$ cat config.mk
export PLATFORM = sky130hd
export DESIGN_NAME = positional_array_list
export DESIGN_NICKNAME = d
export VERILOG_FILES = /design/src/rtl/pal_pkg.sv /design/src/rtl/pal_cell.sv /design/src/rtl/positional_array_list.sv
export SDC_FILE = /design/constraint.sdc
export NUM_CORES = 2
export LEC_CHECK = 0
export BUFFER_PORTS_ARGS = -buffer_cell sky130_fd_sc_hd__buf_2
export CAP_MARGIN = 25
export CORE_MARGIN = 2
export CORE_UTILIZATION = 60
export CTS_CLUSTER_SIZE = 24
export DETAILED_ROUTE_END_ITERATION = 16
export MAX_ROUTING_LAYER = met4
export PLACE_DENSITY = 0.77
export SKIP_CTS_REPAIR_TIMING = 1
export SYNTH_ARGS = -nofsm -noshare
export SYNTH_HDL_FRONTEND = slang
export SYNTH_SLANG_ARGS = --single-unit
$ cat constraint.sdc
create_clock -name clk -period 65 [get_ports clk]
set_clock_uncertainty 0.05 [all_clocks]
set_input_delay 13 -clock clk [delete_from_list [all_inputs] [get_ports clk]]
set_output_delay 13 -clock clk [all_outputs]
set_load 0.01 [all_outputs]
$ cat src/rtl/pal_pkg.sv
// Shared types and constants for the positional array list.
// Depends on nothing; used by pal_cell and positional_array_list.
package pal_pkg;

  localparam int DATA_W      = 32;
  localparam int POS_W       = 5;
  localparam int FUNC_W      = 3;
  localparam int ST_W        = 3;
  localparam int DEPTH_DEF   = 16;
  localparam int IN_TDATA_W  = 40;
  localparam int OUT_TDATA_W = 48;

  typedef enum logic [FUNC_W-1:0] {
    FN_APPEND = 3'd0,
    FN_INSERT = 3'd1,
    FN_RM_LAST = 3'd2,
    FN_RM_AT  = 3'd3,
    FN_FIND   = 3'd4,
    FN_READ   = 3'd5,
    FN_CLEAR  = 3'd6
  } func_t;

  typedef enum logic [ST_W-1:0] {
    ST_OK       = 3'd0,
    ST_FULL     = 3'd1,
    ST_EMPTY    = 3'd2,
    ST_BADPOS   = 3'd3,
    ST_NOTFOUND = 3'd4
  } status_t;

  // per-cell command broadcast along the row
  typedef enum logic [2:0] {
    CC_HOLD   = 3'd0,
    CC_WRITE  = 3'd1,
    CC_INSERT = 3'd2,
    CC_REMOVE = 3'd3,
    CC_PROBE  = 3'd4,
    CC_FIND   = 3'd5,
    CC_SHIFT  = 3'd6
  } cell_cmd_t;

  typedef struct packed {
    cell_cmd_t cmd;
    logic      sel;    // this cell is the target index
    logic      upper;  // this cell lies above the target index
    logic      occ;    // this cell holds a live entry
  } cell_ctl_t;

endpackage

$ cat src/rtl/pal_cell.sv
// One storage cell of the list row: entry, probe and match registers.
// Depends on pal_pkg.
module pal_cell import pal_pkg::*; (
  input  logic              clk,
  input  logic              rst_n,
  input  cell_ctl_t         ctl,
  input  logic [DATA_W-1:0] val,
  input  logic [DATA_W-1:0] entry_lo,  // entry of the cell below
  input  logic [DATA_W-1:0] entry_hi,  // entry of the cell above
  input  logic [DATA_W-1:0] probe_hi,
  input  logic              match_hi,
  output logic [DATA_W-1:0] entry,
  output logic [DATA_W-1:0] probe,
  output logic              match
);

  logic [DATA_W-1:0] entry_r, entry_nxt;
  logic [DATA_W-1:0] probe_r, probe_nxt;
  logic              match_r, match_nxt;

  always_comb begin
    entry_nxt = entry_r;
    probe_nxt = probe_r;
    match_nxt = match_r;
    case (ctl.cmd)
      CC_WRITE: begin
        if (ctl.sel) entry_nxt = val;
      end
      CC_INSERT: begin
        if (ctl.sel) entry_nxt = val;
        else if (ctl.upper) entry_nxt = entry_lo;
      end
      CC_REMOVE: begin
        if (ctl.sel || ctl.upper) entry_nxt = entry_hi;
        probe_nxt = entry_r;
        match_nxt = ctl.sel;
      end
      CC_PROBE: begin
        probe_nxt = entry_r;
        match_nxt = ctl.sel;
      end
      CC_FIND: begin
        match_nxt = ctl.occ && (entry_r == val);
      end
      CC_SHIFT: begin
        probe_nxt = probe_hi;
        match_nxt = match_hi;
      end
      default: begin
      end
    endcase
  end

  always_ff @(posedge clk) begin
    entry_r <= entry_nxt;
    probe_r <= probe_nxt;
    if (!rst_n) begin
      match_r <= 1'b0;
    end else begin
      match_r <= match_nxt;
    end
  end

  assign entry = entry_r;
  assign probe = probe_r;
  assign match = match_r;

endmodule

$ cat src/rtl/positional_array_list.sv
// Top level of the positional array list: control sequencer and a row of
// pal_cell storage cells. Depends on pal_pkg and pal_cell.
//
//  channel | dir | handshake            | tdata fields (lsb first)
//  --------+-----+----------------------+---------------------------------------
//  in_     | in  | in_tvalid/in_tready  | func[2:0] value[34:3] position[39:35]
//  out_    | out | out_tvalid/out_tready| status[2:0] data_out[34:3]
//          |     |                      | found_position[39:35] count[44:40]
//          |     |                      | is_empty[45] is_full[46]
//
// Append, insert, clear, error cases and unused codes finish in the accept
// cycle: the result is registered into the output register at its end.
// Remove and read load a probe value and match flag into every cell, find
// only a match flag; the flags then shift one cell a cycle toward cell 0.
// Remove/read end when the flag reaches cell 0; find also at the last entry.
// Reset clears the count; entry contents stay undefined until written.
// A new item is taken only when the output register is empty or is read in
// that same cycle; a finished scan holds in place until the output register
// is free.
module positional_array_list import pal_pkg::*; #(
  parameter int DEPTH = DEPTH_DEF
) (
  input  logic                   clk,
  input  logic                   rst_n,
  input  logic                   in_tvalid,
  output logic                   in_tready,
  input  logic [IN_TDATA_W-1:0]  in_tdata,   // func, value, position
  output logic                   out_tvalid,
  input  logic                   out_tready,
  output logic [OUT_TDATA_W-1:0] out_tdata   // status, data_out, found_position,
                                             // count, is_empty, is_full, pad
);

  localparam int IW   = (DEPTH > 1) ? $clog2(DEPTH) : 1;
  localparam int CW   = $clog2(DEPTH + 1);
  localparam int CMPW = ((CW > POS_W) ? CW : POS_W) + 1;
  localparam int KW   = IW + 1;

  typedef enum logic {S_IDLE, S_SCAN} state_t;

  // item fields
  func_t             in_func;
  logic [DATA_W-1:0] in_value;
  logic [POS_W-1:0]  in_pos;
  assign in_func  = func_t'(in_tdata[FUNC_W-1:0]);
  assign in_value = in_tdata[FUNC_W +: DATA_W];
  assign in_pos   = in_tdata[FUNC_W+DATA_W +: POS_W];

  state_t            state_r, state_nxt;
  logic              find_r, find_nxt;   // scan is a key search
  logic [IW-1:0]     k_r, k_nxt;         // scan step
  logic [CW-1:0]     count_r, count_nxt;
  logic              out_valid_r, out_valid_nxt;
  status_t           out_status_r, out_status_nxt;
  logic [DATA_W-1:0] out_data_r, out_data_nxt;
  logic [POS_W-1:0]  out_found_r, out_found_nxt;

  // row wiring
  cell_cmd_t         cmd;
  logic [IW-1:0]     tgt;
  logic [DATA_W-1:0] entry_w [DEPTH];
  logic [DATA_W-1:0] probe_w [DEPTH];
  logic [DEPTH-1:0]  match_w;

  logic              in_fire, can_out;
  logic [CMPW-1:0]   pos_e, cnt_e;
  logic              full, empty, bad_ins, bad_pos;
  logic [KW-1:0]     k_plus1;

  assign can_out   = !out_valid_r || out_tready;
  assign in_tready = (state_r == S_IDLE) && can_out;
  assign in_fire   = in_tvalid && in_tready;

  assign pos_e   = CMPW'(in_pos);
  assign cnt_e   = CMPW'(count_r);
  assign full    = (count_r == CW'(DEPTH));
  assign empty   = (count_r == '0);
  assign bad_ins = (in_pos == '0) || (pos_e > cnt_e + CMPW'(1));
  assign bad_pos = (in_pos == '0) || (pos_e > cnt_e);
  assign k_plus1 = {1'b0, k_r} + KW'(1);

  always_comb begin
    state_nxt      = state_r;
    find_nxt       = find_r;
    k_nxt          = k_r;
    count_nxt      = count_r;
    out_valid_nxt  = out_valid_r && !out_tready;
    out_status_nxt = out_status_r;
    out_data_nxt   = out_data_r;
    out_found_nxt  = out_found_r;
    cmd            = CC_HOLD;
    tgt            = IW'(pos_e - CMPW'(1));

    if (state_r == S_IDLE) begin
      if (in_fire) begin
        // default: result right away
        out_valid_nxt  = 1'b1;
        out_status_nxt = ST_OK;
        out_data_nxt   = '0;
        out_found_nxt  = '0;
        find_nxt       = 1'b0;
        k_nxt          = '0;
        case (in_func)
          FN_APPEND: begin
            if (full) begin
              out_status_nxt = ST_FULL;
            end else begin
              tgt       = IW'(cnt_e);
              cmd       = CC_WRITE;
              count_nxt = count_r + CW'(1);
            end
          end
          FN_INSERT: begin
            if (full) begin
              out_status_nxt = ST_FULL;
            end else if (bad_ins) begin
              out_status_nxt = ST_BADPOS;
            end else begin
              cmd       = CC_INSERT;
              count_nxt = count_r + CW'(1);
            end
          end
          FN_RM_LAST: begin
            if (empty) begin
              out_status_nxt = ST_EMPTY;
            end else begin
              tgt           = IW'(cnt_e - CMPW'(1));
              cmd           = CC_PROBE;
              count_nxt     = count_r - CW'(1);
              out_valid_nxt = out_valid_r && !out_tready;
              state_nxt     = S_SCAN;
            end
          end
          FN_RM_AT: begin
            if (empty) begin
              out_status_nxt = ST_EMPTY;
            end else if (bad_pos) begin
              out_status_nxt = ST_BADPOS;
            end else begin
              cmd           = CC_REMOVE;
              count_nxt     = count_r - CW'(1);
              out_valid_nxt = out_valid_r && !out_tready;
              state_nxt     = S_SCAN;
            end
          end
          FN_FIND: begin
            if (empty) begin
              out_status_nxt = ST_NOTFOUND;
            end else begin
              cmd           = CC_FIND;
              find_nxt      = 1'b1;
              out_valid_nxt = out_valid_r && !out_tready;
              state_nxt     = S_SCAN;
            end
          end
          FN_READ: begin
            if (bad_pos) begin
              out_status_nxt = ST_BADPOS;
            end else begin
              cmd           = CC_PROBE;
              out_valid_nxt = out_valid_r && !out_tready;
              state_nxt     = S_SCAN;
            end
          end
          FN_CLEAR: begin
            count_nxt = '0;
          end
          default: begin
          end
        endcase
      end
    end else begin
      // scan: done when the flagged cell has reached cell 0 or the key search ran out, else shift
      if (match_w[0]) begin
        if (can_out) begin
          out_valid_nxt  = 1'b1;
          out_status_nxt = ST_OK;
          out_data_nxt   = find_r ? '0 : probe_w[0];
          out_found_nxt  = find_r ? POS_W'(k_plus1) : '0;
          state_nxt      = S_IDLE;
        end
      end else if (find_r && (k_r == IW'(cnt_e - CMPW'(1)))) begin
        if (can_out) begin
          out_valid_nxt  = 1'b1;
          out_status_nxt = ST_NOTFOUND;
          out_data_nxt   = '0;
          out_found_nxt  = '0;
          state_nxt      = S_IDLE;
        end
      end else begin
        cmd   = CC_SHIFT;
        k_nxt = IW'(k_plus1);
      end
    end
  end

  always_ff @(posedge clk) begin
    find_r       <= find_nxt;
    k_r          <= k_nxt;
    out_status_r <= out_status_nxt;
    out_data_r   <= out_data_nxt;
    out_found_r  <= out_found_nxt;
    if (!rst_n) begin
      state_r     <= S_IDLE;
      count_r     <= '0;
      out_valid_r <= 1'b0;
    end else begin
      state_r     <= state_nxt;
      count_r     <= count_nxt;
      out_valid_r <= out_valid_nxt;
    end
  end

  // row of cells, cell 0 holds position 1
  genvar i;
  generate
    for (i = 0; i < DEPTH; i++) begin : g_cell
      cell_ctl_t         ctl;
      logic [DATA_W-1:0] lo, hi, phi;
      logic              mhi;

      assign ctl.cmd   = cmd;
      assign ctl.sel   = (tgt == IW'(i));
      assign ctl.upper = (tgt < IW'(i));
      assign ctl.occ   = (CW'(i) < count_r);

      if (i > 0) begin : g_lo
        assign lo = entry_w[i-1];
      end else begin : g_lo0
        assign lo = '0;
      end
      if (i < DEPTH - 1) begin : g_hi
        assign hi  = entry_w[i+1];
        assign phi = probe_w[i+1];
        assign mhi = match_w[i+1];
      end else begin : g_hi0
        assign hi  = '0;
        assign phi = '0;
        assign mhi = 1'b0;
      end

      pal_cell u_cell (
        .clk      (clk),
        .rst_n    (rst_n),
        .ctl      (ctl),
        .val      (in_value),
        .entry_lo (lo),
        .entry_hi (hi),
        .probe_hi (phi),
        .match_hi (mhi),
        .entry    (entry_w[i]),
        .probe    (probe_w[i]),
        .match    (match_w[i])
      );
    end
  endgenerate

  assign out_tvalid = out_valid_r;
  assign out_tdata  = {1'b0,
                       (count_r == CW'(DEPTH)),
                       (count_r == '0),
                       POS_W'(count_r),
                       out_found_r,
                       out_data_r,
                       out_status_r};

`ifndef SYNTH
  // count never runs past the store
  a_count_range: assert property (@(posedge clk) disable iff (!rst_n)
    count_r <= CW'(DEPTH))
    else $error("count above depth");

  // a position scan carries exactly one flagged cell at most
  a_probe_onehot: assert property (@(posedge clk) disable iff (!rst_n)
    (state_r == S_SCAN && !find_r) |-> $onehot0(match_w))
    else $error("more than one probe flag");

  // an accepted append into a list with room grows it by one
  a_append_grows: assert property (@(posedge clk) disable iff (!rst_n)
    (in_fire && in_func == FN_APPEND && !full) |=> count_r == $past(count_r) + CW'(1))
    else $error("append did not grow count");
`endif

endmodule
==> impl_metrics.csv <==
group,metric,value,unit
clock_tree,cts_tree,"done",
timing,period_needed,26810,ps
grt,grt_max_degree,166,
worst_setup_path,cp_cell_sequence,"buf_2 > nor2b_1 > nor2_1 > buf_2",
hold_path,min_to,"g_cell[0].u_cell.match",
power,p_leak,21.0,nW
floorplanning,dieArea,96100,µm²
worst_setup_path,required,51950,ps
logic_synthesis,synth_edf_count,1069,
worst_setup_path,critPathLaunchType,"input port",
logic_synthesis,synth-seq-cells,1092,
cells_and_area,finish.instance_area,61700,µm²
floorplanning,initial_utilization,60.4,%
worst_setup_path,cp_common_cell,"buf_2",
power,intPower,1.23,mW
routing,dr.pass1.iters,6,
cells_and_area,final_util,66.3,%
floorplanning,die_x,310,µm
timing,rsz0062_at_grt,"no",
cells_and_area,fin_nets,4132,
power,power_density,26.4,nW/µm²
timing,setup_slack,38190,ps
floorplanning,num_rows,112,
worst_setup_path,crit_path_start,"out_tready",
routing,num_vias,38300,
worst_setup_path,reg2reg_slack,58120,ps
routing,wl_per_cell,32.2,µm
routing,drtIter0Drc,6537,
hold_path,worstHoldStart,"g_cell[1].u_cell.match",
logic_synthesis,yosysWarnings,0,
power,ir_worst_vdd,0.0000228,V
logic_synthesis,ys_types,86,
cells_and_area,area_growth,9.79,%
power,power_frac_seq,50.4,%
clock_tree,clockBufferDepth,3,
clock_tree,cts_root_buf,"clkbuf_16",
power,clkPwrFrac,40.3,%
placement,port_buffers,92,
logic_synthesis,syn_inst,4118,
clock_tree,clk_pin_slew,60,ps
timing,hold_viol,0,
hold_path,min_path_type,"reg2reg",
timing,fmax,0.0373,GHz
grt,grt_overflow,0,
placement,place_ws,38190,ps
worst_setup_path,slowest_stage,"nor2b_1",
clock_tree,worst_skew_pair.late_latency,740,ps
grt,grtUsageTotal,37.1,%
timing,tns,0,ps
routing,drc,0,
cells_and_area,ff_latch_area,32600,µm²
logic_synthesis,ys_seq_area_share,58.0,%
floorplanning,core,93000,µm²
grt,grt_pass1_vias,36200,
timing,slew_violations,0,
logic_synthesis,async_reset_ff_share,0,%
clock_tree,cts-buffers-inserted,112,
timing,slew_headroom,23.0,%
cells_and_area,drive_above_1_share,22.9,%
worst_setup_path,rr_startpoint,"count_r[0]",
placement,place_area,57900,µm²
grt,grt_pass1_wl,252000,µm
hold_path,holdPathStages,2,
worst_setup_path,worst_ep_arrival_time,13760,ps
logic_synthesis,synth_nets,4177,
timing,fin_crit_sh,41.2,%
run_status,status,"complete, no violations",
clock_tree,htreeDepth,3,
timing,worst_slew_pin_slew,1140,ps
timing,hold_slack,416,ps
run,cap_viol_max_count,0,
clock_tree,cts_num_sinks,1092,
logic_synthesis,syn_avg_cell_area,13.6,µm²
worst_setup_path,reg2reg_depth,13,
power,swShare,24.2,%
routing,postRouteAntennaNets,0,
worst_setup_path,path_max_fanout,4,
logic_synthesis,syn_area,56200,µm²
timing,setup_viol_count_final,0,
placement,gp_congestion,0.958,
grt,antenna_found_initial,3,
worst_setup_path,path_class,"in2out",
placement,dpl.hpwl,113000,µm
worst_setup_path,critPathMaxStageDelay,380,ps
power,combPwrFrac,9.3,%
floorplanning,io_pins,94,
logic_synthesis,synth_ff_type,"edfxtp_1",
cells_and_area,multi_input_area,22300,µm²
worst_setup_path,r2r_end,"g_cell[9].u_cell.probe[11]",
routing,avgViaCountPerCell,7.06,
worst_setup_path,crit_path_end_kind,"output port",
routing,wl,175000,µm
power,switching_power,0.394,mW
cells_and_area,fill_cells,6665,
floorplanning,die_h,310,µm
worst max-delay path, delay by kind of cell:
family	cells	cell delay, ps
AND/OR/NAND/NOR	2	490
buffers and inverters	2	270
synthesized netlist by cell type, drive strengths merged (35+ instances only):
cell,number,area [µm²]
a32oi,35,307
a221o,352,3520
xor2,320,2800
and2,298,1860
clkbuf,242,908
nand2,111,419
nor2b,106,663
a21o,72,541
mux2,513,5780
nor2,53,199
a21oi,38,194
nor4,92,582
xnor2,206,1800
and3,35,224
a22o,96,841
o21ai,40,204
edfxtp,1069,32100
buf,132,668
nand4,71,444
metal layers:
metal	track usage, %	routed length, µm	up-vias
li1	-	-	15900
met1	51.5	66000	19000
met2	53.8	77400	3010
met3	7.53	23300	441
met4	14.5	7780	0
met5	-	0	-
cells in the final DEF (no fill, tap or decap), types with 6 or more instances in the layout:
cell type and count:
edfxtp_1 1069, mux2_2 513, a221o_1 352, xor2_1 320, and2_1 265, xnor2_1 206, clkbuf_16 112, buf_4 111
nand2_1 110, nor2b_1 105, buf_2 97, a22o_1 96, nor4_1 91, a21o_1 72, nand4_1 71, nor2_1 42
o21ai_0 36, a32oi_1 35, and3_1 34, and2_0 33, a21oi_1 30, clkinv_1 29, nand3_1 28, clkinv_2 23
dfxtp_1 23, clkbuf_1 20, a31oi_1 19, nor3_1 16, ha_1 15, bufinv_16 13, inv_1 11, a22oi_1 11
nand2b_1 8, nor2_4 7, nor3_2 6, o211ai_1 6
power groups by stage:
stage / sequential [mW] / clock [mW] / combinational (mW)
global route: 0.822 / 0.685 / 0.158
detailed placement: 0.835 / 0 / 0.145
CTS: 0.820 / 0.658 / 0.146
floorplan: 0.847 / 0 / 0.0982
global placement: 0.834 / 0 / 0.142
finish: 0.821 / 0.656 / 0.151
how the worst max path moves through the flow:
stage / endpoint / slack, ps / cells after the start
after floorplan: g_cell[0].u_cell.probe[0] / 25830 / 8
after global placement: in_tready / 38200 / 4
after detailed placement: in_tready / 38190 / 4
after CTS: in_tready / 38180 / 4
after global routing: in_tready / 38140 / 4
final: in_tready / 38190 / 4
registers in the layout, summed over array words and instances (netlist names), 3 cells and up:
name                 flops
out_found_r              5
count_r                  5
k_r                      4
out_status_r             3
out_data_r              32
g_cell.u_cell.match     16
g_cell.u_cell.probe    512
g_cell.u_cell.entry    512
through the flow:
stage / total power [mW] / cells
floorplan: 0.946 / 4118
global placement: 0.977 / 5204
detailed placement: 0.980 / 5210
CTS: 1.62 / 5421
global route: 1.67 / 5427
finish: 1.63 / 5427
logic make-up after synthesis:
family,after synthesis,share of synthesized area [%]
adder cells (fa/ha/maj),15,0.334
other,1,0.00667
flip-flops,1092,58.0
XOR/XNOR,526,8.20
multiplexers,515,10.3
AO/OA/AOI/OAI,736,11.6
buffers and inverters,388,2.91
AND/OR/NAND/NOR,845,8.68
layout make-up:
type,count,share of cell area (%)
inverters,14,0.0933
clock buffers,136,4.75
clock inverters,75,1.25
diodes,3,0.0122
multi-input cells,2638,36.2
repair buffers,215,2.35
well taps,1254,2.54
flip-flops and latches,1092,52.8
Power figures use the tool's default switching activity.
